`src/rtl/core/sks_pkg.sv`:
```
// Shared types and constants for the sorted key binary search block.
package sks_pkg;

    localparam int KEY_W = 64;
    localparam int OP_W  = 2;

    typedef enum logic [OP_W-1:0] {
        OP_LOAD   = 2'd0,
        OP_CLEAR  = 2'd1,
        OP_SEARCH = 2'd2
    } op_t;

    typedef enum logic [1:0] {
        ST_IDLE,
        ST_ISSUE,
        ST_PROBE
    } state_t;

    // controller -> datapath
    typedef struct packed {
        logic load;       // append key at fill count
        logic clear;      // empty the table
        logic init;       // latch key, set search window to whole table
        logic issue;      // read first probe
        logic step;       // narrow window from probe, read next probe
        logic finish;     // capture found
        logic found_val;
    } sks_cmd_t;

    // datapath -> controller
    typedef struct packed {
        logic cnt_zero;
        logic hit;
        logic range_empty;
    } sks_stat_t;

endpackage

```
`src/rtl/core/sks_ctrl.sv`:
```
// Controller: accepts commands and sequences the probe loop of a search.
module sks_ctrl (
    input  logic                      clk,
    input  logic                      rst_n,
    input  logic                      start,
    input  logic [sks_pkg::OP_W-1:0]  op,
    input  sks_pkg::sks_stat_t        stat,
    output sks_pkg::sks_cmd_t         cmd,
    output logic                      busy,
    output logic                      done
);
    import sks_pkg::*;

    state_t state_reg, state_next;
    logic   done_reg, done_next;
    logic   accept;
    op_t    op_in;

    assign op_in  = op_t'(op);
    assign accept = start && (state_reg == ST_IDLE);
    assign busy   = (state_reg != ST_IDLE);
    assign done   = done_reg;

    always_comb
    begin
        state_next = state_reg;
        case (state_reg)
            ST_IDLE:
            begin
                if (accept && (op_in == OP_SEARCH) && !stat.cnt_zero)
                begin
                    state_next = ST_ISSUE;
                end
            end
            ST_ISSUE:
            begin
                state_next = ST_PROBE;
            end
            ST_PROBE:
            begin
                if (stat.hit || stat.range_empty)
                begin
                    state_next = ST_IDLE;
                end
            end
            default:
            begin
                state_next = ST_IDLE;
            end
        endcase
    end

    always_comb
    begin
        cmd       = '0;
        done_next = 1'b0;
        case (state_reg)
            ST_IDLE:
            begin
                if (accept)
                begin
                    case (op_in)
                        OP_LOAD:  cmd.load  = 1'b1;
                        OP_CLEAR: cmd.clear = 1'b1;
                        OP_SEARCH:
                        begin
                            cmd.init = 1'b1;
                            // empty table answers at once
                            if (stat.cnt_zero)
                            begin
                                cmd.finish    = 1'b1;
                                cmd.found_val = 1'b0;
                                done_next     = 1'b1;
                            end
                        end
                        default: ;
                    endcase
                end
            end
            ST_ISSUE:
            begin
                cmd.issue = 1'b1;
            end
            ST_PROBE:
            begin
                cmd.step = 1'b1;
                if (stat.hit || stat.range_empty)
                begin
                    cmd.finish    = 1'b1;
                    cmd.found_val = stat.hit;
                    done_next     = 1'b1;
                end
            end
            default: ;
        endcase
    end

    always_ff @(posedge clk or negedge rst_n)
    begin
        if (!rst_n)
        begin
            state_reg <= ST_IDLE;
            done_reg  <= 1'b0;
        end
        else
        begin
            state_reg <= state_next;
            done_reg  <= done_next;
        end
    end

endmodule

```
`config.mk`:
```
export PLATFORM = sky130hd
export DESIGN_NAME = sks_ctrl
export DESIGN_NICKNAME = d
export VERILOG_FILES = /design/src/rtl/core/sks_pkg.sv /design/src/rtl/core/sks_ctrl.sv
export SDC_FILE = /design/constraint.sdc
export NUM_CORES = 1
export LEC_CHECK = 0
export BUFFER_PORTS_ARGS = -buffer_cell sky130_fd_sc_hd__buf_2
export CORE_AREA = 5 5 42 44
export CTS_CLUSTER_SIZE = 25
export DETAILED_ROUTE_END_ITERATION = 10
export DIE_AREA = 0 0 47 49
export GPL_ROUTABILITY_DRIVEN = 0
export MAX_ROUTING_LAYER = met4
export PLACE_DENSITY_LB_ADDON = 0.1
export REMOVE_ABC_BUFFERS = 1
export SYNTH_ARGS = -nofsm -noshare
export SYNTH_HDL_FRONTEND = slang
export SYNTH_SLANG_ARGS = --single-unit
```
`constraint.sdc`:
```
create_clock -name clk -period 1.7 [get_ports clk]
set_clock_uncertainty 0.1 [all_clocks]
set_input_delay 0.255 -clock clk [delete_from_list [all_inputs] [get_ports clk]]
set_output_delay 0.255 -clock clk [all_outputs]
set_load 0.01 [all_outputs]
```
==> flow_summary.ini <==
[status]
status = finished with violations
failed_checks = negative setup slack

[finish]
syn2layout_area_growth_pct = 84.97
largest_register_ff_count = 2
antenna_cells = 0
drive_gt1_share_pct = 60.47
fillers = 173
final_nets = 52

[routing]
drt_wl_total_um = 601
route.vias.total = 233
via_per_inst = 3.949
dr.pass1.iters = 2
routedWlPerCell_um = 10.19
drt-initial-drc-count = 5
ant_nets = 0
route.detailed.drc = 0

[die]
std_cell_rows = 14
die_x_um = 47
core_area_um2 = 1401
initial_core_util_pct = 13.66
pin_count = 17
dieArea_um2 = 2303
die_y_um = 49

[flow_run]
max_cap_violations = 0

[grt]
grtUsageTotal_pct = 6.295
grt_antenna_before_repair = 0
grt_max_degree = 5
overflow = 0
grt_first_pass_wirelength_um = 966
grt_pass1_vias = 250

[power_and_ir_drop]
cellPowerDensity_nw_per_um2 = 715.4
worst_ir_drop_vdd_uv = 250.8
power_mw = 0.2533
leakage_nw = 0.2090

[cts]
ctsHtreeMaxLevel = 1
cts_buffer_depth = 2
clockRootBuffer = clkbuf_4
cts_tree = built
cts.sinks = 3
clk_pin_slew_worst_paths_ns = 0.04
insertion_delay_ns = 0.23
cts_made_buffers = 3

[critical_path]
startpoint_type = flip-flop
path_max_fanout = 4
rrSetupSlack_ns = 0.38
endpoint_kind = output pin
crit_type = flip-flop to output pin
crit_chain = or3b_4 -> o32ai_4 -> buf_2
worst_ep_required_time_ns = 1.34
max_stage_delay_ns = 0.43
critPathTopFamily = simple AND/OR/NAND/NOR gates
arrival_ns = 1.42
path_buf_inv = 1
critPathSlowestCell = or3b_4

[sta]
timing.hold.ws_ns = 0.1067
final_hold_viol_count = 0
max_slew_margin_pct = 72.82
max_freq_ghz = 0.5622
setup_viol = 3
grt_setup_unrepaired = true
tightest_slew_ns = 0.4034
finalCritPeriodShare_pct = 104.6
finalWorstSetupSlack_ns = -0.07858
finalMaxSlewViolations = 0
finalCriticalPeriod_ns = 1.779

[synth]
avgSynthCellArea_um2 = 9.572
synthCells = 20
synth.ff_latch_count = 3
netlist_area_um2 = 191.4
ys_seq_area_share_pct = 39.22
ys_warn_count = 0
ys_types = 15

[placed_design]
dp_slack_ns = 0.05587
dp_hpwl_um = 481.4
port_buffers = 16

[hold_path]
hp-class = primary input to flip-flop
[power breakdown]
group	switching (mW)	internal, mW	total [mW]
logic	0.0253	0.0285	0.0538
registers	0.00115	0.0746	0.0757
clock network	0.0359	0.0879	0.124
[Yosys cell counts (all sizes together)]
library cell / count / share of area (%)
and2b: 1 / 3.9
nor3: 2 / 5.2
nor3b: 1 / 3.9
or2: 1 / 3.3
nor2: 2 / 3.9
or3b: 1 / 5.9
a21o: 1 / 3.9
and2: 1 / 3.3
o21ai: 1 / 2.6
dfrtp: 3 / 39
nor2b: 1 / 3.3
nand2b: 1 / 3.3
o32ai: 1 / 8.5
inv: 1 / 2.0
buf: 2 / 7.8
[worst reg2reg max path, delay by kind of cell (launching register included)]
family                 cells  cell delay (ns)
flip-flops                 1             0.37
buffers and inverters      1             0.15
AND/OR/NAND/NOR            2             0.61
[what timing repair did]
action / 4_1_cts / 5_1_grt
hold buffers: 1 / 0
hold endpoints to repair: 3 / 0
gates resized for setup: 1 / 0
setup endpoints to repair: 3 / 4
buffers inserted: 2 / 1
pin swaps: 2 / 1
[layer usage]
layer,routed length (µm),global-route usage (%)
met1,260,7.080
met2,271,8.371
met3,69,3.321
met4,0,4.147
met5,0,-
[path summary, 6_finish.rpt]
path,start,endpoint,cells after the start
min in group asynchronous,rst_n,done,2
setup / recovery,state_reg[1],cmd[1],3
setup reg to reg,state_reg[1],state_reg[0],3
hold reg to reg,state_reg[0],done,2
max in group asynchronous,rst_n,state_reg[0],2
hold / removal,stat[2],state_reg[0],2
[per-stage QoR]
step	std cells	area (µm²)	setup TNS (ns)	utilization, %
floorplan	18	176.4	0	-
global placement	51	284.0	0	20.27
detailed placement	51	284.0	0	20.27
CTS	58	346.6	-0.2593	24.73
global route	59	354.1	-0.4196	25.27
finish	59	354.1	-0.1810	25.27
[layout make-up]
class / count / area [µm²] / area share [%]
Timing Repair Buffer: 21 / 120.1 / 33.92
Sequential cell: 3 / 75.07 / 21.20
Tap cell: 16 / 20.02 / 5.654
Inverter: 1 / 3.754 / 1.060
Multi-Input combinational cell: 14 / 108.9 / 30.74
Clock buffer: 4 / 26.28 / 7.420
[cells by family (layout without fill, tap and decap cells)]
family          Yosys count  count (layout)  synth area share [%]
compound gates            3               3                 15.03
buf+inv                   3              26                 9.800
simple gates             11              11                 35.96
flops                     3               3                 39.21
[cell usage in the layout (no fill, tap or decap)]
cell type / netlist / final
and2_1: 1 / 1
clkbuf_4: 0 / 3
a21o_1: 1 / 1
nor2_1: 2 / 2
clkbuf_1: 0 / 1
dlygate4sd3_1: 0 / 1
nor2b_1: 1 / 1
nor3b_1: 1 / 1
o32ai_4: 0 / 1
inv_1: 1 / 1
buf_2: 0 / 16
or3b_4: 1 / 1
dfrtp_1: 3 / 3
or2_2: 1 / 1
nand2b_1: 1 / 1
buf_4: 2 / 4
and2b_1: 1 / 1
nor3_1: 2 / 2
o21ai_0: 1 / 1
Note: power is estimated with default switching activity, not from simulation.
